`src/rtl/ppp_pkg.sv`:
```
// Types, codes and helpers shared by the path point projector modules.
package ppp_pkg;

  localparam int W            = 32;
  localparam int DEF_MAX_ELEMENTS = 256;
  localparam int ELEM_W       = 2 + 3 * W;
  localparam int ACC_W        = 2 * W + 3;
  localparam int SQ_STEPS     = W;
  localparam int SQ_CNT_W     = $clog2(SQ_STEPS);
  localparam int DIV_STEPS    = 2 * W;
  localparam int DIV_CNT_W    = $clog2(DIV_STEPS);

  localparam logic [1:0] FN_CLEAR   = 2'd0;
  localparam logic [1:0] FN_APPEND  = 2'd1;
  localparam logic [1:0] FN_PROJECT = 2'd2;

  localparam logic [1:0] KIND_MOVE  = 2'd0;
  localparam logic [1:0] KIND_LINE  = 2'd1;
  localparam logic [1:0] KIND_CLOSE = 2'd2;

  localparam logic [1:0] ST_OK       = 2'd0;
  localparam logic [1:0] ST_ZERO_LEN = 2'd1;
  localparam logic [1:0] ST_EMPTY    = 2'd2;
  localparam logic [1:0] ST_FULL     = 2'd3;

  localparam logic signed [W-1:0] I32_MAX = 32'sh7FFF_FFFF;
  localparam logic signed [W-1:0] I32_MIN = 32'sh8000_0000;

  typedef enum logic [3:0] {
    S_IDLE, S_DECODE, S_APP_SQX, S_APP_SQY, S_APP_SQRT, S_APP_WR,
    S_PRJ_RD, S_PRJ_EVAL, S_PRJ_MUL, S_PRJ_DIVI, S_PRJ_DIV, S_PRJ_ACC,
    S_PRJ_FIN, S_DONE
  } state_t;

  typedef enum logic [1:0] {RES_ZERO, RES_MOVE, RES_START, RES_CALC} res_sel_t;

  typedef struct packed {
    logic       load;
    logic       clear;
    logic       prep_app;
    logic       sq_first;
    logic       sq_second;
    logic       sqrt_step;
    logic       write_elem;
    logic       prep_prj;
    logic       rd;
    logic       walk_adv;
    logic       land;
    logic       mul;
    logic       div_init;
    logic       div_step;
    logic       acc;
    logic       set_res;
    res_sel_t   res_sel;
    logic [1:0] res_st;
  } cmd_t;

  typedef struct packed {
    logic [1:0] func;
    logic [1:0] kind;
    logic       full;
    logic       empty;
    logic       sqrt_done;
    logic       walk_pass;
    logic       land_move;
    logic       land_zero;
    logic       div_done;
    logic       last_term;
  } sts_t;

  function automatic logic signed [W-1:0] sat32(input logic signed [ACC_W-1:0] v);
    logic signed [W-1:0] r;
    if (v > ACC_W'(I32_MAX)) r = I32_MAX;
    else if (v < ACC_W'(I32_MIN)) r = I32_MIN;
    else r = v[W-1:0];
    return r;
  endfunction

endpackage

```
`src/rtl/ppp_ctrl.sv`:
```
// Controller: sequences clear, append and project requests over the datapath.
module ppp_ctrl import ppp_pkg::*; (
  input  logic clk,
  input  logic rst,
  input  logic start,
  input  sts_t sts,
  output cmd_t cmd,
  output logic busy,
  output logic done
);

  state_t state, state_next;

  always_ff @(posedge clk) begin
    if (rst) state <= S_IDLE;
    else state <= state_next;
  end

  always_comb begin
    state_next = state;
    unique case (state)
      S_IDLE:   if (start) state_next = S_DECODE;
      S_DECODE: begin
        case (sts.func)
          FN_APPEND: begin
            if (sts.kind != KIND_MOVE && sts.kind != KIND_LINE &&
                sts.kind != KIND_CLOSE) state_next = S_DONE;
            else if (sts.full) state_next = S_DONE;
            else if (sts.kind == KIND_MOVE) state_next = S_APP_WR;
            else state_next = S_APP_SQX;
          end
          FN_PROJECT: state_next = sts.empty ? S_DONE : S_PRJ_RD;
          default:    state_next = S_DONE;
        endcase
      end
      S_APP_SQX:  state_next = S_APP_SQY;
      S_APP_SQY:  state_next = S_APP_SQRT;
      S_APP_SQRT: if (sts.sqrt_done) state_next = S_APP_WR;
      S_APP_WR:   state_next = S_DONE;
      S_PRJ_RD:   state_next = S_PRJ_EVAL;
      S_PRJ_EVAL: begin
        if (sts.walk_pass) state_next = S_PRJ_RD;
        else if (sts.land_move || sts.land_zero) state_next = S_DONE;
        else state_next = S_PRJ_MUL;
      end
      S_PRJ_MUL:  state_next = S_PRJ_DIVI;
      S_PRJ_DIVI: state_next = S_PRJ_DIV;
      S_PRJ_DIV:  if (sts.div_done) state_next = S_PRJ_ACC;
      S_PRJ_ACC:  state_next = sts.last_term ? S_PRJ_FIN : S_PRJ_MUL;
      S_PRJ_FIN:  state_next = S_DONE;
      S_DONE:     state_next = S_IDLE;
      default:    state_next = S_IDLE;
    endcase
  end

  always_comb begin
    cmd = '0;
    cmd.res_sel = RES_ZERO;
    cmd.res_st  = ST_OK;
    unique case (state)
      S_IDLE:   cmd.load = start;
      S_DECODE: begin
        case (sts.func)
          FN_CLEAR: begin
            cmd.clear = 1'b1;
            cmd.set_res = 1'b1;
          end
          FN_APPEND: begin
            cmd.prep_app = 1'b1;
            if (sts.kind != KIND_MOVE && sts.kind != KIND_LINE &&
                sts.kind != KIND_CLOSE) begin
              cmd.set_res = 1'b1;
            end else if (sts.full) begin
              cmd.set_res = 1'b1;
              cmd.res_st = ST_FULL;
            end
          end
          FN_PROJECT: begin
            cmd.prep_prj = 1'b1;
            if (sts.empty) begin
              cmd.set_res = 1'b1;
              cmd.res_st = ST_EMPTY;
            end
          end
          default: cmd.set_res = 1'b1;
        endcase
      end
      S_APP_SQX:  cmd.sq_first = 1'b1;
      S_APP_SQY:  cmd.sq_second = 1'b1;
      S_APP_SQRT: cmd.sqrt_step = 1'b1;
      S_APP_WR: begin
        cmd.write_elem = 1'b1;
        cmd.set_res = 1'b1;
      end
      S_PRJ_RD:   cmd.rd = 1'b1;
      S_PRJ_EVAL: begin
        if (sts.walk_pass) begin
          cmd.walk_adv = 1'b1;
        end else if (sts.land_move) begin
          cmd.set_res = 1'b1;
          cmd.res_sel = RES_MOVE;
          cmd.res_st = ST_ZERO_LEN;
        end else if (sts.land_zero) begin
          cmd.set_res = 1'b1;
          cmd.res_sel = RES_START;
          cmd.res_st = ST_ZERO_LEN;
        end else begin
          cmd.land = 1'b1;
        end
      end
      S_PRJ_MUL:  cmd.mul = 1'b1;
      S_PRJ_DIVI: cmd.div_init = 1'b1;
      S_PRJ_DIV:  cmd.div_step = 1'b1;
      S_PRJ_ACC:  cmd.acc = 1'b1;
      S_PRJ_FIN: begin
        cmd.set_res = 1'b1;
        cmd.res_sel = RES_CALC;
      end
      S_DONE:  ;
      default: ;
    endcase
  end

  assign busy = state != S_IDLE;
  assign done = state == S_DONE;

endmodule

```
`config.mk`:
```
export PLATFORM = sky130hd
export DESIGN_NAME = ppp_ctrl
export DESIGN_NICKNAME = d
export VERILOG_FILES = /design/src/rtl/ppp_pkg.sv /design/src/rtl/ppp_ctrl.sv
export SDC_FILE = /design/constraint.sdc
export NUM_CORES = 1
export LEC_CHECK = 0
export CORE_MARGIN = 5
export CORE_UTILIZATION = 40
export DETAILED_ROUTE_END_ITERATION = 10
export DONT_BUFFER_PORTS = 1
export PLACE_DENSITY = 0.67
export SYNTH_ARGS = -nofsm -noshare
export SYNTH_HDL_FRONTEND = slang
export SYNTH_SLANG_ARGS = --single-unit
```
`constraint.sdc`:
```
create_clock -name clk -period 1.45 [get_ports clk]
set_input_delay 0.0725 -clock clk [delete_from_list [all_inputs] [get_ports clk]]
set_output_delay 0.0725 -clock clk [all_outputs]
set_load 0.1 [all_outputs]
```
==> results of run 1 <==
[Yosys cell counts (2+ instances only)]
cell type | count | area [µm²]
sky130_fd_sc_hd__ha_1 | 3 | 37.5
sky130_fd_sc_hd__a31oi_1 | 2 | 12.5
sky130_fd_sc_hd__nand2b_1 | 4 | 25.0
sky130_fd_sc_hd__clkbuf_1 | 3 | 11.3
sky130_fd_sc_hd__and2_1 | 4 | 25.0
sky130_fd_sc_hd__o21a_1 | 2 | 15.0
sky130_fd_sc_hd__a21oi_1 | 6 | 30.0
sky130_fd_sc_hd__nand2_1 | 13 | 48.8
sky130_fd_sc_hd__o21ai_0 | 2 | 10.0
sky130_fd_sc_hd__nor3_1 | 8 | 40.0
sky130_fd_sc_hd__nor4_1 | 2 | 12.5
sky130_fd_sc_hd__o21ai_1 | 2 | 10.0
sky130_fd_sc_hd__inv_1 | 6 | 22.5
sky130_fd_sc_hd__nand3_1 | 3 | 15.0
sky130_fd_sc_hd__dfxtp_1 | 4 | 80.1
sky130_fd_sc_hd__nor2_1 | 13 | 48.8
sky130_fd_sc_hd__o32ai_1 | 2 | 17.5
sky130_fd_sc_hd__buf_2 | 3 | 15.0
[per-stage QoR]
step | setup WS [ns] | cell area (µm²)
after floorplan | -0.500 | 868
after global placement | 0.102 | 1380
after detailed placement | 0.0515 | 1380
[cells by family after synthesis]
logic type,Yosys count,share of synthesized area
AOI/OAI and AO/OA,25,0.274
xor gates and xnor gates,1,0.0132
adders and majority gates,3,0.0564
buffers and inverters,13,0.0902
DFF,4,0.120
muxes,2,0.0338
and+or+nand+nor,52,0.412
==> report_table.html, run 1 <==
<table>
<tr><th>Metric</th><th>Value</th></tr>
<tr><th colspan="2">Run status</th></tr>
<tr><td>Status</td><td>did not finish</td></tr>
<tr><td>Stopped at</td><td>clock tree synthesis (4_1_cts)</td></tr>
<tr><td>First error</td><td>[ERROR DPL-0038] Utilization greater than 100%, impossible to legalize</td></tr>
<tr><th colspan="2">Clocking</th></tr>
<tr><td>Clock net sink count</td><td>4</td></tr>
<tr><td>Count of buffers added by post-CTS timing repair for setup</td><td>5</td></tr>
<tr><td>Clk Tree Root Cell</td><td>sky130_fd_sc_hd__clkbuf_4</td></tr>
<tr><td>Number of gates resized after cts</td><td>35</td></tr>
<tr><td>Depth of the CTS H-tree</td><td>1</td></tr>
<tr><td>Max clock buf depth</td><td>2</td></tr>
<tr><td>Number of buffers created by CTS</td><td>3</td></tr>
<tr><td>Count of hold-fix buffers inserted at cts</td><td>1</td></tr>
<tr><th colspan="2">Floorplanning</th></tr>
<tr><td>Y dimension of the die</td><td>50.8 µm</td></tr>
<tr><td>DIE WIDTH</td><td>50.8 µm</td></tr>
<tr><td>FP Rows</td><td>14</td></tr>
<tr><td>Total I/O pin count</td><td>37</td></tr>
<tr><td>Effective utilization at floorplan</td><td>0.432</td></tr>
<tr><th colspan="2">Placement</th></tr>
<tr><td>Cell count after placement</td><td>about 140</td></tr>
<tr><td>Half-perimeter wire length after placement</td><td>about 2200 µm</td></tr>
<tr><td>Placer Congestion</td><td>about 0.84</td></tr>
<tr><td>IO buf count</td><td>0</td></tr>
<tr><th colspan="2">Yosys</th></tr>
<tr><td>Post-synthesis instance area</td><td>around 670 µm²</td></tr>
<tr><td>Share of async-settable or async-resettable flops after synthesis</td><td>0</td></tr>
<tr><td>Count of state elements after synthesis</td><td>4</td></tr>
<tr><td>Number of enable flip-flop cells after synthesis</td><td>0</td></tr>
<tr><td>Sequential element share of the synthesized area</td><td>0.120</td></tr>
<tr><td>Number of instances in the synthesized netlist</td><td>100</td></tr>
<tr><td>Unique cell type count in the Yosys netlist</td><td>36</td></tr>
<tr><td>Synthesized Nets</td><td>between 100 and 150</td></tr>
<tr><td>Flip-flop cell with the highest count after synthesis</td><td>sky130_fd_sc_hd__dfxtp_1</td></tr>
<tr><td>Number of warnings reported in the yosys synthesis log</td><td>0</td></tr>
<tr><td>Mean instance size in the synthesized netlist</td><td>6.66 µm²</td></tr>
</table>
==> run 2: changes to the inputs <==
--- a/config.mk
+++ b/config.mk
@@ -5,11 +5,11 @@
 export SDC_FILE = /design/constraint.sdc
 export NUM_CORES = 1
 export LEC_CHECK = 0
-export CORE_MARGIN = 5
-export CORE_UTILIZATION = 40
+export CORE_AREA = 5 5 66 68
 export DETAILED_ROUTE_END_ITERATION = 10
+export DIE_AREA = 0 0 71 73
 export DONT_BUFFER_PORTS = 1
-export PLACE_DENSITY = 0.67
+export PLACE_DENSITY_LB_ADDON = 0.15
 export SYNTH_ARGS = -nofsm -noshare
 export SYNTH_HDL_FRONTEND = slang
 export SYNTH_SLANG_ARGS = --single-unit
==> constraint.sdc (replaced) <==
create_clock -name clk -period 1.9 [get_ports clk]
set_input_delay 0.095 -clock clk [delete_from_list [all_inputs] [get_ports clk]]
set_output_delay 0.095 -clock clk [all_outputs]
set_load 0.1 [all_outputs]
==> run 2 against run 1 <==
Compared with the run above: the run now ends clean; synthesized cell count did not move; synthesized area did not move.
==> report_table.html, run 2 <==
<table>
<tr><th>Metric</th><th>Value</th></tr>
<tr><th colspan="2">Run status</th></tr>
<tr><td>Status</td><td>finished clean (was did not finish)</td></tr>
<tr><th colspan="2">Routing</th></tr>
<tr><td>Average via count per standard cell</td><td>~4.4</td></tr>
<tr><td>Number of nets with antenna violations after detailed routing</td><td>0</td></tr>
<tr><td>DRC viols</td><td>0</td></tr>
<tr><td>Routed wirelength normalized by instance count</td><td>12.8 µm</td></tr>
<tr><td>Total wirelength of the detailed-routed design</td><td>about 2200 µm</td></tr>
<tr><td>Detailed-router iteration count before antenna repair</td><td>4</td></tr>
<tr><td>Initial DRC count</td><td>25</td></tr>
<tr><td>Total number of vias</td><td>~770</td></tr>
<tr><th colspan="2">Yosys</th></tr>
<tr><td>Count of state elements after synthesis</td><td>4 (unchanged)</td></tr>
<tr><td>Mean instance size in the synthesized netlist</td><td>6.66 µm² (unchanged)</td></tr>
<tr><td>Number of instances in the synthesized netlist</td><td>100 (unchanged)</td></tr>
<tr><td>Unique cell type count in the Yosys netlist</td><td>36 (unchanged)</td></tr>
<tr><td>Flip-flop cell with the highest count after synthesis</td><td>sky130_fd_sc_hd__dfxtp_1 (unchanged)</td></tr>
<tr><td>Number of warnings reported in the yosys synthesis log</td><td>0 (unchanged)</td></tr>
<tr><td>Sequential element share of the synthesized area</td><td>0.120 (unchanged)</td></tr>
<tr><td>Largest cells by area after synthesis</td><td>sky130_fd_sc_hd__dfxtp_1, sky130_fd_sc_hd__nand2_1, sky130_fd_sc_hd__nor2_1, sky130_fd_sc_hd__nor3_1, sky130_fd_sc_hd__ha_1 (unchanged)</td></tr>
<tr><td>Largest area contributor in the netlist</td><td>sky130_fd_sc_hd__dfxtp_1 (unchanged)</td></tr>
<tr><td>Number of enable flip-flop cells after synthesis</td><td>0 (unchanged)</td></tr>
<tr><td>Share of async-settable or async-resettable flops after synthesis</td><td>0 (unchanged)</td></tr>
<tr><td>Post-synthesis instance area</td><td>666 µm² (unchanged)</td></tr>
<tr><td>Most used standard cells in the synthesized netlist</td><td>sky130_fd_sc_hd__nand2_1, sky130_fd_sc_hd__nor2_1, sky130_fd_sc_hd__nor3_1 (unchanged)</td></tr>
<tr><td>Synthesized Nets</td><td>118 (unchanged)</td></tr>
<tr><td>Area share of the largest cell type after synthesis</td><td>0.120 (unchanged)</td></tr>
<tr><th colspan="2">Timing</th></tr>
<tr><td>Maximum frequency from static timing analysis</td><td>between 500 and 600 MHz</td></tr>
<tr><td>RSZ-0062 raised after global routing</td><td>false</td></tr>
<tr><td>Share of the cycle needed by the critical path after routing</td><td>0.929</td></tr>
<tr><td>Total count of max-transition violations in the final report</td><td>0</td></tr>
<tr><td>Count of final setup violators</td><td>0</td></tr>
<tr><td>Minimum period implied by the final worst setup slack</td><td>1.77 ns</td></tr>
<tr><td>Final clock skew</td><td>around 0.0031 ns</td></tr>
<tr><td>Final hold violations</td><td>0</td></tr>
<tr><td>Worst Max-Slew Pin Slew</td><td>~0.44 ns</td></tr>
<tr><td>Max-slew headroom at the worst pin</td><td>0.701</td></tr>
<tr><th colspan="2">Setup path</th></tr>
<tr><td>CP startpoint</td><td>state[0]$_SDFFE_PP0P_</td></tr>
<tr><td>Count of cells along the worst register-to-register path</td><td>5</td></tr>
<tr><td>Chain of cells forming the critical path</td><td>nor2b_1 &gt; nand3_1 &gt; o32ai_4 &gt; buf_12</td></tr>
<tr><td>Path type of the worst setup path</td><td>reg -&gt; out</td></tr>
<tr><td>Worst-case register-to-register setup slack</td><td>between 0.2 and 0.3 ns</td></tr>
<tr><td>Capture instance of the worst register-to-register path</td><td>state[1]$_SDFFE_PP0P_</td></tr>
<tr><td>Kind of end point of the critical path</td><td>output pin</td></tr>
<tr><td>Capture point of the worst path</td><td>cmd[0]</td></tr>
<tr><td>Crit-path max FO</td><td>10</td></tr>
<tr><td>Startpoint of the lowest-slack register-to-register path</td><td>state[3]$_SDFFE_PP0P_</td></tr>
<tr><td>Maximum cell stage delay along the critical path</td><td>0.49 ns</td></tr>
<tr><td>Required time of the worst setup path</td><td>between 1.5 and 2 ns</td></tr>
<tr><td>Critical path launch point type</td><td>register</td></tr>
<tr><td>Cell with the largest stage delay on the worst path</td><td>sky130_fd_sc_hd__dfxtp_1</td></tr>
<tr><td>WP data arrival</td><td>1.67 ns</td></tr>
<tr><th colspan="2">Clocking</th></tr>
<tr><td>Clock tree from TritonCTS</td><td>done</td></tr>
<tr><td>Clk Tree Root Cell</td><td>sky130_fd_sc_hd__clkbuf_8 (was sky130_fd_sc_hd__clkbuf_4)</td></tr>
<tr><td>Clock slew at the register clock pins of the worst setup and hold paths</td><td>around 0.030 ns</td></tr>
<tr><td>Clock net sink count</td><td>4 (unchanged)</td></tr>
<tr><td>Depth of the CTS H-tree</td><td>1 (unchanged)</td></tr>
<tr><td>Number of buffers created by CTS</td><td>3 (unchanged)</td></tr>
<tr><td>Clk Latency, worst-skew pair</td><td>between 0.2 and 0.25 ns</td></tr>
<tr><td>Max clock buf depth</td><td>2 (unchanged)</td></tr>
<tr><th colspan="2">Layout</th></tr>
<tr><td>Layout cells sized above 1</td><td>0.408</td></tr>
<tr><td>Most common cell after layout, fill and taps aside</td><td>sky130_fd_sc_hd__buf_12</td></tr>
<tr><td>Count of fill cells added during filler insertion</td><td>402</td></tr>
<tr><td>FF/Latch Area</td><td>between 80 and 90 µm²</td></tr>
<tr><td>Number of cells in the finished layout apart from fillers</td><td>175</td></tr>
<tr><td>Combined area of the multi-input logic cells</td><td>around 640 µm²</td></tr>
<tr><td>Reg with most FFs</td><td>state</td></tr>
<tr><td>Max FFs per register</td><td>4</td></tr>
<tr><td>Number of diodes added for antenna fixing</td><td>0</td></tr>
<tr><td># nets final</td><td>145</td></tr>
<tr><td>Layout overhead on the synthesized area</td><td>98.3%</td></tr>
<tr><td>Top library cells by usage in the layout, fill and taps aside</td><td>sky130_fd_sc_hd__buf_12, sky130_fd_sc_hd__nand2_1, sky130_fd_sc_hd__nor2_1, sky130_fd_sc_hd__buf_4, sky130_fd_sc_hd__inv_1</td></tr>
<tr><td>Largest registers</td><td>state x4</td></tr>
<tr><th colspan="2">Power</th></tr>
<tr><td>Sum of internal, switching and leakage power</td><td>2090 µW</td></tr>
<tr><td>Relative contribution of sequential cells to total power</td><td>0.107</td></tr>
<tr><td>Static leakage</td><td>between 0.0004 and 0.0005 µW</td></tr>
<tr><td>Power density of the placed cells</td><td>approximately 1600 nW/µm²</td></tr>
<tr><td>Design internal power</td><td>roughly 830 µW</td></tr>
<tr><td>Clock share of power</td><td>0.084</td></tr>
<tr><td>Switching power</td><td>roughly 1300 µW</td></tr>
<tr><td>Peak ir drop on the vdd network</td><td>between 0.0005 and 0.0006 V</td></tr>
<tr><td>Proportion of total power due to net switching</td><td>0.605</td></tr>
<tr><td>Portion of total power attributed to combinational logic</td><td>0.810</td></tr>
<tr><th colspan="2">Placement</th></tr>
<tr><td>Half-perimeter wire length after placement</td><td>1930 µm (was 2240 µm)</td></tr>
<tr><td>IO buf count</td><td>0 (unchanged)</td></tr>
<tr><td>Cell count after placement</td><td>170 (was 144)</td></tr>
<tr><td>Placer Congestion</td><td>0.756 (was 0.840)</td></tr>
<tr><th colspan="2">Floorplanning</th></tr>
<tr><td>Die ar.</td><td>a little over 5000 µm²</td></tr>
<tr><td>Area of the core</td><td>3800 µm²</td></tr>
<tr><td>FP Rows</td><td>23 (was 14)</td></tr>
<tr><td>Y dimension of the die</td><td>73 µm (was 50.8 µm)</td></tr>
<tr><td>Effective utilization at floorplan</td><td>0.175 (was 0.432)</td></tr>
<tr><td>DIE WIDTH</td><td>71 µm (was 50.8 µm)</td></tr>
<tr><td>Total I/O pin count</td><td>37 (unchanged)</td></tr>
<tr><th colspan="2">GRT</th></tr>
<tr><td>Total routing usage reported by global routing</td><td>0.0905</td></tr>
<tr><td>Vias in the first global route</td><td>825</td></tr>
<tr><td>Total global routing overflow</td><td>0</td></tr>
<tr><td>Maximum number of pins on one net before global-route repair</td><td>13</td></tr>
<tr><td>Initial antenna violation count</td><td>0</td></tr>
<tr><td>Wire length of the first global-routing pass</td><td>3870 µm</td></tr>
<tr><th colspan="2">Run</th></tr>
<tr><td>Maximum Capacitance Violations</td><td>0</td></tr>
<tr><th colspan="2">Hold path</th></tr>
<tr><td>Worst hold-check path type</td><td>in -&gt; reg</td></tr>
</table>
run 2: area by class of cell:
type,instances,share of cell area
clock buffers,3,0.0313
inverters,6,0.0171
multi-input cells,83,0.486
flip-flops and latches,4,0.0616
well taps,50,0.0474
repair buffers,29,0.356
run 2: kinds of logic (layout without fill, tap and decap cells):
logic type / Yosys count / after routing / synth area share
AO/OA/AOI/OAI: 25 / 25 / 0.274
XOR/XNOR: 1 / 1 / 0.0132
adder cells (fa/ha/maj): 3 / 3 / 0.0564
flip-flops: 4 / 4 / 0.120
AND/OR/NAND/NOR: 52 / 52 / 0.412
multiplexers: 2 / 2 / 0.0338
buffers and inverters: 13 / 38 / 0.0902
run 2: what timing repair did:
item | CTS | global route
hold buffers | 1 | 0
setup endpoints to repair | 0 | 4
resized for setup | 0 | 2
setup buffers | 0 | 1
hold endpoints to repair | 4 | 0
run 2: power by group through the flow:
stage	logic, µW	clock network, µW	registers, µW
after floorplan	1260	0	155
after global placement	1680	0	221
after detailed placement	1680	0	222
after CTS	1690	179	220
after global routing	1800	185	235
final	1690	175	223
run 2: worst min path at each step:
| stage | start | endpoint | slack [ns] | depth (start not counted) |
|---|---|---|---|---|
| 3_3_place_gp | rst | state[3]$_SDFFE_PP0P_ | 0.17 | 1 |
| 6_report | sts[4] | state[3]$_SDFFE_PP0P_ | 0.10 | 3 |
| 4_1_cts | sts[4] | state[3]$_SDFFE_PP0P_ | 0.1 | 3 |
| 3_5_place_dp | rst | state[0]$_SDFFE_PP0P_ | 0.17 | 1 |
| 2_1_floorplan | rst | state[0]$_SDFFE_PP0P_ | 0.16 | 1 |
| 5_1_grt | sts[4] | state[3]$_SDFFE_PP0P_ | 0.12 | 3 |
run 2: metrics by stage:
step / utilization / setup slack [ns] / cell area [µm²] / hold WS [ns] / TNS (ns)
6_report: 0.347 / 0.135 / 1320 / 0.104 / 0
3_5_place_dp: 0.331 / 0.278 / 1260 / 0.167 / 0
3_3_place_gp: 0.331 / 0.283 / 1260 / 0.165 / 0
2_1_floorplan: - / -0.333 / 757 / 0.163 / -1.24
5_1_grt: 0.347 / 0.0184 / 1320 / 0.115 / 0
4_1_cts: 0.345 / 0.0484 / 1310 / 0.0983 / 0
run 2: critical path: cells and delay by family (launching register included):
kind	cells	cell delay, ns
flops	1	0.49
simple gates	2	0.44
compound gates	1	0.31
buf+inv	1	0.21
run 2: routing by layer:
layer | global-route usage | vias up | part of all wire | wire length [µm]
met5 | 0 | - | 0 | 0
met4 | 0.0313 | 0 | 0.013 | 29
met3 | 0.0289 | 4 | 0.078 | 174
met2 | 0.147 | 30 | 0.45 | 1010
met1 | 0.113 | 327 | 0.46 | 1020
li1 | - | 410 | - | -
(Power assumes the default switching activity.)
==> run 3: changes to the inputs <==
==> constraint.sdc (replaced) <==
create_clock -name clk -period 2.29 [get_ports clk]
set_input_delay 0.1145 -clock clk [delete_from_list [all_inputs] [get_ports clk]]
set_output_delay 0.1145 -clock clk [all_outputs]
set_load 0.1 [all_outputs]
==> run 3 against run 2 <==
Compared with the run above: flip-flop and latch count unchanged; sequential power down 2%; total power is 23% lower; clock power is 17% lower; combinational power is 27% lower; first-iteration DRC count fell by 8.0%; clock skew about the same; routed wire length rose by 1.4%; sequential share of layout area rose by 1.1 points; cell area shrank 16%; critical path type unchanged; largest power group unchanged; highest routed layer unchanged.
==> report_table.html, run 3 (synthesized netlist as in run 2, its figures left out) <==
<table>
<tr><th>Metric</th><th>Value</th></tr>
<tr><th colspan="2">Run status</th></tr>
<tr><td>Status</td><td>finished clean (unchanged)</td></tr>
<tr><th colspan="2">Timing</th></tr>
<tr><td>Final hold violations</td><td>0 (unchanged)</td></tr>
<tr><td>RSZ-0062 raised after global routing</td><td>false (unchanged)</td></tr>
<tr><td>Total count of max-transition violations in the final report</td><td>0 (unchanged)</td></tr>
<tr><td>Final clock skew</td><td>0.00290 ns (was 0.00311 ns)</td></tr>
<tr><td>Maximum frequency from static timing analysis</td><td>approximately 490 MHz</td></tr>
<tr><td>Max-slew headroom at the worst pin</td><td>0.520 (was 0.701)</td></tr>
<tr><td>Count of final setup violators</td><td>0 (unchanged)</td></tr>
<tr><td>Final setup margin</td><td>0.264 ns (was 0.135 ns)</td></tr>
<tr><td>Final setup TNS</td><td>0 ns (unchanged)</td></tr>
<tr><td>Minimum period implied by the final worst setup slack</td><td>slightly above 2 ns</td></tr>
<tr><td>Share of the cycle needed by the critical path after routing</td><td>0.885</td></tr>
<tr><td>Worst Max-Slew Pin Slew</td><td>0.719 ns (was 0.443 ns)</td></tr>
<tr><th colspan="2">Placement</th></tr>
<tr><td>Worst-case setup slack after placement</td><td>0.496 ns (was 0.278 ns)</td></tr>
<tr><td>Placer Congestion</td><td>0.732 (was 0.756)</td></tr>
<tr><td>IO buf count</td><td>0 (unchanged)</td></tr>
<tr><td>Half-perimeter wire length after placement</td><td>1860 µm (was 1930 µm)</td></tr>
<tr><th colspan="2">Clocking</th></tr>
<tr><td>Max clock buf depth</td><td>2 (unchanged)</td></tr>
<tr><td>Count of buffers added by post-CTS timing repair for setup</td><td>0 (unchanged)</td></tr>
<tr><td>Depth of the CTS H-tree</td><td>1 (unchanged)</td></tr>
<tr><td>Clk Tree Root Cell</td><td>sky130_fd_sc_hd__clkbuf_8 (unchanged)</td></tr>
<tr><td>Number of buffers created by CTS</td><td>3 (unchanged)</td></tr>
<tr><td>Number of gates resized after cts</td><td>0 (unchanged)</td></tr>
<tr><td>Clock net sink count</td><td>4 (unchanged)</td></tr>
<tr><td>Clock slew at the register clock pins of the worst setup and hold paths</td><td>0.03 ns (about the same)</td></tr>
<tr><td>Count of hold-fix buffers inserted at cts</td><td>1 (unchanged)</td></tr>
<tr><td>Clock tree from TritonCTS</td><td>done (unchanged)</td></tr>
<tr><td>Clk Latency, worst-skew pair</td><td>0.21 ns (about the same)</td></tr>
<tr><th colspan="2">Layout</th></tr>
<tr><td>Layout cells sized above 1</td><td>0.377 (was 0.408)</td></tr>
<tr><td>Count of fill cells added during filler insertion</td><td>431 (was 402)</td></tr>
<tr><td># nets final</td><td>142 (was 145)</td></tr>
<tr><td>Number of diodes added for antenna fixing</td><td>0 (unchanged)</td></tr>
<tr><td>Layout overhead on the synthesized area</td><td>66.5% (was 98.3%)</td></tr>
<tr><td>Most common cell after layout, fill and taps aside</td><td>sky130_fd_sc_hd__buf_4 (was sky130_fd_sc_hd__buf_12)</td></tr>
<tr><td>Reg with most FFs</td><td>state (unchanged)</td></tr>
<tr><td>Largest registers</td><td>state x4 (unchanged)</td></tr>
<tr><td>Max FFs per register</td><td>4 (unchanged)</td></tr>
<tr><td>Top library cells by usage in the layout, fill and taps aside</td><td>sky130_fd_sc_hd__buf_4, sky130_fd_sc_hd__nand2_1, sky130_fd_sc_hd__nor2_1 (was sky130_fd_sc_hd__buf_12, sky130_fd_sc_hd__nand2_1, sky130_fd_sc_hd__nor2_1, sky130_fd_sc_hd__buf_4, sky130_fd_sc_hd__inv_1)</td></tr>
<tr><th colspan="2">Setup path</th></tr>
<tr><td>Path type of the worst setup path</td><td>reg -&gt; out (unchanged)</td></tr>
<tr><td>Capture instance of the worst register-to-register path</td><td>state[0]$_SDFFE_PP0P_ (was state[1]$_SDFFE_PP0P_)</td></tr>
<tr><td>Kind of end point of the critical path</td><td>output pin (unchanged)</td></tr>
<tr><td>Count of cells along the worst register-to-register path</td><td>4 (was 5)</td></tr>
<tr><td>Required time of the worst setup path</td><td>2.18 ns (was 1.80 ns)</td></tr>
<tr><td>Capture point of the worst path</td><td>cmd[0] (unchanged)</td></tr>
<tr><td>Startpoint of the lowest-slack register-to-register path</td><td>state[1]$_SDFFE_PP0P_ (was state[3]$_SDFFE_PP0P_)</td></tr>
<tr><td>Crit-path max FO</td><td>19 (was 10)</td></tr>
<tr><td>WP data arrival</td><td>1.91 ns (was 1.67 ns)</td></tr>
<tr><td>Worst-case register-to-register setup slack</td><td>0.61 ns (was 0.27 ns)</td></tr>
<tr><td>CP startpoint</td><td>state[1]$_SDFFE_PP0P_ (was state[0]$_SDFFE_PP0P_)</td></tr>
<tr><td>Critical path launch point type</td><td>register (unchanged)</td></tr>
<tr><th colspan="2">GRT</th></tr>
<tr><td>Total routing usage reported by global routing</td><td>0.0940 (was 0.0905)</td></tr>
<tr><td>Wire length of the first global-routing pass</td><td>3950 µm (was 3870 µm)</td></tr>
<tr><td>Vias in the first global route</td><td>755 (was 825)</td></tr>
<tr><td>Initial antenna violation count</td><td>0 (unchanged)</td></tr>
<tr><td>Maximum number of pins on one net before global-route repair</td><td>20 (was 13)</td></tr>
<tr><td>Total global routing overflow</td><td>0 (unchanged)</td></tr>
<tr><th colspan="2">Routing</th></tr>
<tr><td>M1 WL</td><td>1060 µm (was 1020 µm)</td></tr>
<tr><td>Wire length on met3</td><td>221 µm (was 174 µm)</td></tr>
<tr><td>Top routing layer in use</td><td>met4 (unchanged)</td></tr>
<tr><td>Total number of vias</td><td>778 (was 771)</td></tr>
<tr><td>DR WL met2</td><td>968 µm (was 1010 µm)</td></tr>
<tr><td>DRC viols</td><td>0 (unchanged)</td></tr>
<tr><td>Total wirelength of the detailed-routed design</td><td>2270 µm (was 2240 µm)</td></tr>
<tr><td>Detailed-router iteration count before antenna repair</td><td>4 (unchanged)</td></tr>
<tr><td>Number of nets with antenna violations after detailed routing</td><td>0 (unchanged)</td></tr>
<tr><td>Average via count per standard cell</td><td>4.52 (was 4.41)</td></tr>
<tr><td>Routed wirelength normalized by instance count</td><td>13.2 µm (was 12.8 µm)</td></tr>
<tr><td>Initial DRC count</td><td>23 (was 25)</td></tr>
<tr><th colspan="2">Power</th></tr>
<tr><td>Static leakage</td><td>0.000428 µW (was 0.000471 µW)</td></tr>
<tr><td>Peak ir drop on the vdd network</td><td>0.000709 V (was 0.000507 V)</td></tr>
<tr><td>Power density of the placed cells</td><td>1450 nW/µm² (was 1580 nW/µm²)</td></tr>
<tr><th colspan="2">Floorplanning</th></tr>
<tr><td>Area of the core</td><td>3800 µm² (unchanged)</td></tr>
<tr><td>Die ar.</td><td>5180 µm² (unchanged)</td></tr>
<tr><td>DIE WIDTH</td><td>71 µm (unchanged)</td></tr>
<tr><td>Total I/O pin count</td><td>37 (unchanged)</td></tr>
<tr><td>Effective utilization at floorplan</td><td>0.175 (unchanged)</td></tr>
<tr><td>Y dimension of the die</td><td>73 µm (unchanged)</td></tr>
<tr><td>FP Rows</td><td>23 (unchanged)</td></tr>
<tr><th colspan="2">Run</th></tr>
<tr><td>Maximum Capacitance Violations</td><td>0 (unchanged)</td></tr>
<tr><th colspan="2">Hold path</th></tr>
<tr><td>Worst hold-check path type</td><td>in -&gt; reg (unchanged)</td></tr>
</table>
-- run 3: critical path, stage by stage, from the launching register on --
cell	delay, ns
sky130_fd_sc_hd__dfxtp_1	0.77
sky130_fd_sc_hd__nand3_1	0.34
sky130_fd_sc_hd__o32ai_4	0.37
sky130_fd_sc_hd__buf_12	0.21
-- run 3: worst min path at each step --
| stage | start | end | slack [ns] | cells past startpoint |
|---|---|---|---|---|
| 6_report | sts[4] | state[3]$_SDFFE_PP0P_ | 0.14 | 3 |
| 4_1_cts | sts[4] | state[3]$_SDFFE_PP0P_ | 0.14 | 3 |
| 3_5_place_dp | rst | state[0]$_SDFFE_PP0P_ | 0.18 | 1 |
| 2_1_floorplan | rst | state[0]$_SDFFE_PP0P_ | 0.18 | 1 |
| 5_1_grt | sts[4] | state[3]$_SDFFE_PP0P_ | 0.13 | 3 |
| 3_3_place_gp | rst | state[1]$_SDFFE_PP0P_ | 0.19 | 1 |
-- run 3: layout make-up --
class | count | area [µm²] | area share
flip-flops and latches | 4 | 80.1 | 0.0722
well taps | 50 | 62.6 | 0.0564
repair buffers | 26 | 283 | 0.255
clock buffers | 3 | 41.3 | 0.0372
multi-input cells | 83 | 619 | 0.559
inverters | 6 | 22.5 | 0.0203
-- run 3: report_power, final --
group          internal (µW)  total, µW  leakage (µW)  switching, µW
sequential              98.8        218     0.0000331            119
clock                    112        145     0.0000216           33.5
combinational            375       1240      0.000374            866
-- run 3: routing by layer --
metal	GRT usage	vias up
met1	0.132	343
met5	0	-
met3	0.0399	2
li1	-	400
met4	0.0125	0
met2	0.136	33
-- run 3: stage by stage --
stage / hold slack, ns / area [µm²] / std cells / utilization / power, µW
2_1_floorplan: 0.182 / 709 / 100 / - / 1140
3_3_place_gp: 0.186 / 1060 / 168 / 0.278 / 1470
3_5_place_dp: 0.185 / 1060 / 168 / 0.278 / 1470
4_1_cts: 0.137 / 1110 / 172 / 0.292 / 1620
5_1_grt: 0.132 / 1110 / 172 / 0.292 / 1710
6_report: 0.136 / 1110 / 172 / 0.292 / 1600
==> run 4: changes to the inputs <==
--- a/config.mk
+++ b/config.mk
@@ -5,6 +5,8 @@
 export SDC_FILE = /design/constraint.sdc
 export NUM_CORES = 1
 export LEC_CHECK = 0
+export CELL_PAD_IN_SITES_DETAIL_PLACEMENT = 0
+export CELL_PAD_IN_SITES_GLOBAL_PLACEMENT = 1
 export CORE_AREA = 5 5 66 68
 export DETAILED_ROUTE_END_ITERATION = 10
 export DIE_AREA = 0 0 71 73
==> run 4 against run 3 <==
Compared with the run above: clock power about the same; first-iteration DRC count up 52%; core utilization up 0.20 points; cell area up 0.68%; worst hold slack worse by 0.019 ns; flip-flop and latch count unchanged; critical path type unchanged; highest routed layer is now met3.
==> report_table.html, run 4 (synthesized netlist as in run 2, its figures left out) <==
<table>
<tr><th>Metric</th><th>Value</th></tr>
<tr><th colspan="2">Floorplanning</th></tr>
<tr><td>FP Rows</td><td>23 (unchanged)</td></tr>
<tr><td>Area of the core</td><td>3800 µm² (unchanged)</td></tr>
<tr><td>Total I/O pin count</td><td>37 (unchanged)</td></tr>
<tr><td>Effective utilization at floorplan</td><td>0.175 (unchanged)</td></tr>
<tr><td>Y dimension of the die</td><td>73 µm (unchanged)</td></tr>
<tr><td>Die ar.</td><td>5180 µm² (unchanged)</td></tr>
<tr><td>DIE WIDTH</td><td>71 µm (unchanged)</td></tr>
<tr><th colspan="2">GRT</th></tr>
<tr><td>Vias in the first global route</td><td>777 (was 755)</td></tr>
<tr><td>Total routing usage reported by global routing</td><td>0.0903 (was 0.0940)</td></tr>
<tr><td>Met3 layer usage reported by global route</td><td>0.0234 (was 0.0399)</td></tr>
<tr><td>Total global routing overflow</td><td>0 (unchanged)</td></tr>
<tr><td>Met1 Resource Use GR</td><td>0.117 (was 0.132)</td></tr>
<tr><td>Maximum number of pins on one net before global-route repair</td><td>16 (was 20)</td></tr>
<tr><td>Wire length of the first global-routing pass</td><td>3810 µm (was 3950 µm)</td></tr>
<tr><td>Initial antenna violation count</td><td>0 (unchanged)</td></tr>
<tr><td>GR peak layer</td><td>met2 (unchanged)</td></tr>
<tr><td>Global routing met2 resource utilization</td><td>0.145 (was 0.136)</td></tr>
<tr><th colspan="2">Timing</th></tr>
<tr><td>Final hold violations</td><td>0 (unchanged)</td></tr>
<tr><td>Count of final setup violators</td><td>0 (unchanged)</td></tr>
<tr><td>Total count of max-transition violations in the final report</td><td>0 (unchanged)</td></tr>
<tr><td>RSZ-0062 raised after global routing</td><td>false (unchanged)</td></tr>
<tr><td>Final hold slack</td><td>0.117 ns (was 0.136 ns)</td></tr>
<tr><td>Share of the cycle needed by the critical path after routing</td><td>0.837 (was 0.885)</td></tr>
<tr><td>Minimum period implied by the final worst setup slack</td><td>1.92 ns (was 2.03 ns)</td></tr>
<tr><td>Worst Max-Slew Pin Slew</td><td>0.592 ns (was 0.719 ns)</td></tr>
<tr><td>Final clock skew</td><td>0.000421 ns (was 0.00290 ns)</td></tr>
<tr><td>Max-slew headroom at the worst pin</td><td>0.605 (was 0.520)</td></tr>
<tr><td>Maximum frequency from static timing analysis</td><td>522 MHz (was 493 MHz)</td></tr>
<tr><th colspan="2">Routing</th></tr>
<tr><td>Number of nets with antenna violations after detailed routing</td><td>0 (unchanged)</td></tr>
<tr><td>Total number of vias</td><td>798 (was 778)</td></tr>
<tr><td>Detailed-router iteration count before antenna repair</td><td>5 (was 4)</td></tr>
<tr><td>Routed wirelength normalized by instance count</td><td>13.4 µm (was 13.2 µm)</td></tr>
<tr><td>DRC viols</td><td>0 (unchanged)</td></tr>
<tr><td>Average via count per standard cell</td><td>4.61 (was 4.52)</td></tr>
<tr><td>Total wirelength of the detailed-routed design</td><td>2310 µm (was 2270 µm)</td></tr>
<tr><td>Initial DRC count</td><td>35 (was 23)</td></tr>
<tr><th colspan="2">Setup path</th></tr>
<tr><td>Critical path launch point type</td><td>register (unchanged)</td></tr>
<tr><td>Cell with the largest stage delay on the worst path</td><td>sky130_fd_sc_hd__dfxtp_1 (unchanged)</td></tr>
<tr><td>Maximum cell stage delay along the critical path</td><td>0.67 ns (was 0.77 ns)</td></tr>
<tr><td>Count of cells along the worst register-to-register path</td><td>3 (was 4)</td></tr>
<tr><td>Worst-case register-to-register setup slack</td><td>0.57 ns (was 0.61 ns)</td></tr>
<tr><td>Capture instance of the worst register-to-register path</td><td>state[0]$_SDFFE_PP0P_ (unchanged)</td></tr>
<tr><td>Required time of the worst setup path</td><td>2.18 ns (about the same)</td></tr>
<tr><td>CP startpoint</td><td>state[1]$_SDFFE_PP0P_ (unchanged)</td></tr>
<tr><td>WP data arrival</td><td>1.80 ns (was 1.91 ns)</td></tr>
<tr><td>Kind of end point of the critical path</td><td>output pin (unchanged)</td></tr>
<tr><td>Path type of the worst setup path</td><td>reg -&gt; out (unchanged)</td></tr>
<tr><td>Startpoint of the lowest-slack register-to-register path</td><td>state[2]$_SDFFE_PP0P_ (was state[1]$_SDFFE_PP0P_)</td></tr>
<tr><td>Chain of cells forming the critical path</td><td>buf_4 &gt; nand2_1 &gt; nor2_1 &gt; and2_1 &gt; buf_4 (was nand3_1 &gt; o32ai_4 &gt; buf_12)</td></tr>
<tr><td>Crit-path max FO</td><td>15 (was 19)</td></tr>
<tr><td>Cell repeated most along the worst path</td><td>sky130_fd_sc_hd__buf_4</td></tr>
<tr><th colspan="2">Clocking</th></tr>
<tr><td>Number of buffers created by CTS</td><td>3 (unchanged)</td></tr>
<tr><td>Clock net sink count</td><td>4 (unchanged)</td></tr>
<tr><td>Depth of the CTS H-tree</td><td>1 (unchanged)</td></tr>
<tr><td>Max clock buf depth</td><td>2 (unchanged)</td></tr>
<tr><td>Clk Latency, worst-skew pair</td><td>0.21 ns (about the same)</td></tr>
<tr><td>Clk Tree Root Cell</td><td>sky130_fd_sc_hd__clkbuf_8 (unchanged)</td></tr>
<tr><td>Clock slew at the register clock pins of the worst setup and hold paths</td><td>0.03 ns (about the same)</td></tr>
<tr><td>Clock tree from TritonCTS</td><td>done (unchanged)</td></tr>
<tr><td>Count of buffers added by post-CTS timing repair for setup</td><td>0 (unchanged)</td></tr>
<tr><th colspan="2">Layout</th></tr>
<tr><td>Count of fill cells added during filler insertion</td><td>434 (was 431)</td></tr>
<tr><td>Top library cells by usage in the layout, fill and taps aside</td><td>sky130_fd_sc_hd__buf_4, sky130_fd_sc_hd__nand2_1, sky130_fd_sc_hd__nor2_1 (unchanged)</td></tr>
<tr><td>Layout cells sized above 1</td><td>0.382 (was 0.377)</td></tr>
<tr><td>Most common cell after layout, fill and taps aside</td><td>sky130_fd_sc_hd__buf_4 (unchanged)</td></tr>
<tr><td>Max FFs per register</td><td>4 (unchanged)</td></tr>
<tr><td>Layout overhead on the synthesized area</td><td>67.7% (was 66.5%)</td></tr>
<tr><td>Final design area excluding fillers</td><td>1120 µm² (was 1110 µm²)</td></tr>
<tr><td>Reg with most FFs</td><td>state (unchanged)</td></tr>
<tr><td>Largest registers</td><td>state x4 (unchanged)</td></tr>
<tr><td>Number of diodes added for antenna fixing</td><td>0 (unchanged)</td></tr>
<tr><td># nets final</td><td>143 (was 142)</td></tr>
<tr><td>Number of cells in the finished layout apart from fillers</td><td>173 (was 172)</td></tr>
<tr><th colspan="2">Hold path</th></tr>
<tr><td>Hold Path Sink</td><td>state[3]$_SDFFE_PP0P_ (unchanged)</td></tr>
<tr><td>Worst hold-check path type</td><td>in -&gt; reg (unchanged)</td></tr>
<tr><td>Startpoint of the most critical hold path</td><td>sts[4] (unchanged)</td></tr>
<tr><td>Depth of the worst hold-timing path</td><td>3 (unchanged)</td></tr>
<tr><th colspan="2">Placement</th></tr>
<tr><td>Half-perimeter wire length after placement</td><td>1990 µm (was 1860 µm)</td></tr>
<tr><td>Cell count after placement</td><td>169 (was 168)</td></tr>
<tr><td>Placer Congestion</td><td>0.707 (was 0.732)</td></tr>
<tr><td>IO buf count</td><td>0 (unchanged)</td></tr>
<tr><td>Placed cell area</td><td>1060 µm² (about the same)</td></tr>
<tr><th colspan="2">Power</th></tr>
<tr><td>Peak ir drop on the vdd network</td><td>0.000602 V (was 0.000709 V)</td></tr>
<tr><td>Power density of the placed cells</td><td>1450 nW/µm² (about the same)</td></tr>
<tr><td>Static leakage</td><td>0.000434 µW (was 0.000428 µW)</td></tr>
<tr><th colspan="2">Run</th></tr>
<tr><td>Maximum Capacitance Violations</td><td>0 (unchanged)</td></tr>
<tr><th colspan="2">Run status</th></tr>
<tr><td>Status</td><td>finished clean (unchanged)</td></tr>
</table>
[run 4: cell count changes in the layout (fill, tap and decap cells not counted)]
cell / before / now
sky130_fd_sc_hd__buf_4: 19 / 20
[run 4: metrics by stage]
step           power [µW]  TNS (ns)  setup slack (ns)  utilization
2_1_floorplan        1140     -1.51            -0.548            -
3_3_place_gp         1490         0             0.594        0.280
3_5_place_dp         1490         0             0.573        0.280
4_1_cts              1640         0             0.356        0.294
5_1_grt              1710         0             0.234        0.294
6_report             1620         0             0.373        0.294
[run 4: critical path: cells and delay by family (launching register included)]
kind,cells,cell delay (ns)
AND/OR/NAND/NOR,3,0.39
buffers and inverters,2,0.52
flip-flops,1,0.67
[run 4: where the power goes]
group          total (µW)  internal, µW  switching (µW)
Sequential            192          98.9            93.0
Clock                 143           112            31.8
Combinational        1280           383             899
[run 4: worst max path at each step]
| stage | end | slack [ns] | depth (start not counted) |
|---|---|---|---|
| 2_1_floorplan | cmd[7] | -0.55 | 3 |
| 3_3_place_gp | cmd[1] | 0.59 | 4 |
| 3_5_place_dp | state[0]$_SDFFE_PP0P_ | 0.57 | 3 |
| 4_1_cts | cmd[0] | 0.36 | 3 |
| 5_1_grt | cmd[1] | 0.23 | 4 |
| 6_report | cmd[10] | 0.37 | 5 |
[run 4: final cells by class]
type / instances / area, µm² / area share
repair buffers: 27 / 290 / 0.260
inverters: 6 / 22.5 / 0.0202
flip-flops and latches: 4 / 80.1 / 0.0717
clock buffers: 3 / 41.3 / 0.0370
well taps: 50 / 62.6 / 0.0561
multi-input cells: 83 / 619 / 0.555
[run 4: what timing repair did]
| item | 4_1_cts | 5_1_grt |
|---|---|---|
| gates resized for setup | 0 | 0 |
| hold buffers | 1 | 0 |
| hold endpoints to repair | 4 | 0 |
[run 4: per-layer routing]
layer,part of all wire,wire length [µm]
met2,0.46,1070
met5,0,0
met1,0.45,1050
met4,0,0
met3,0.083,191
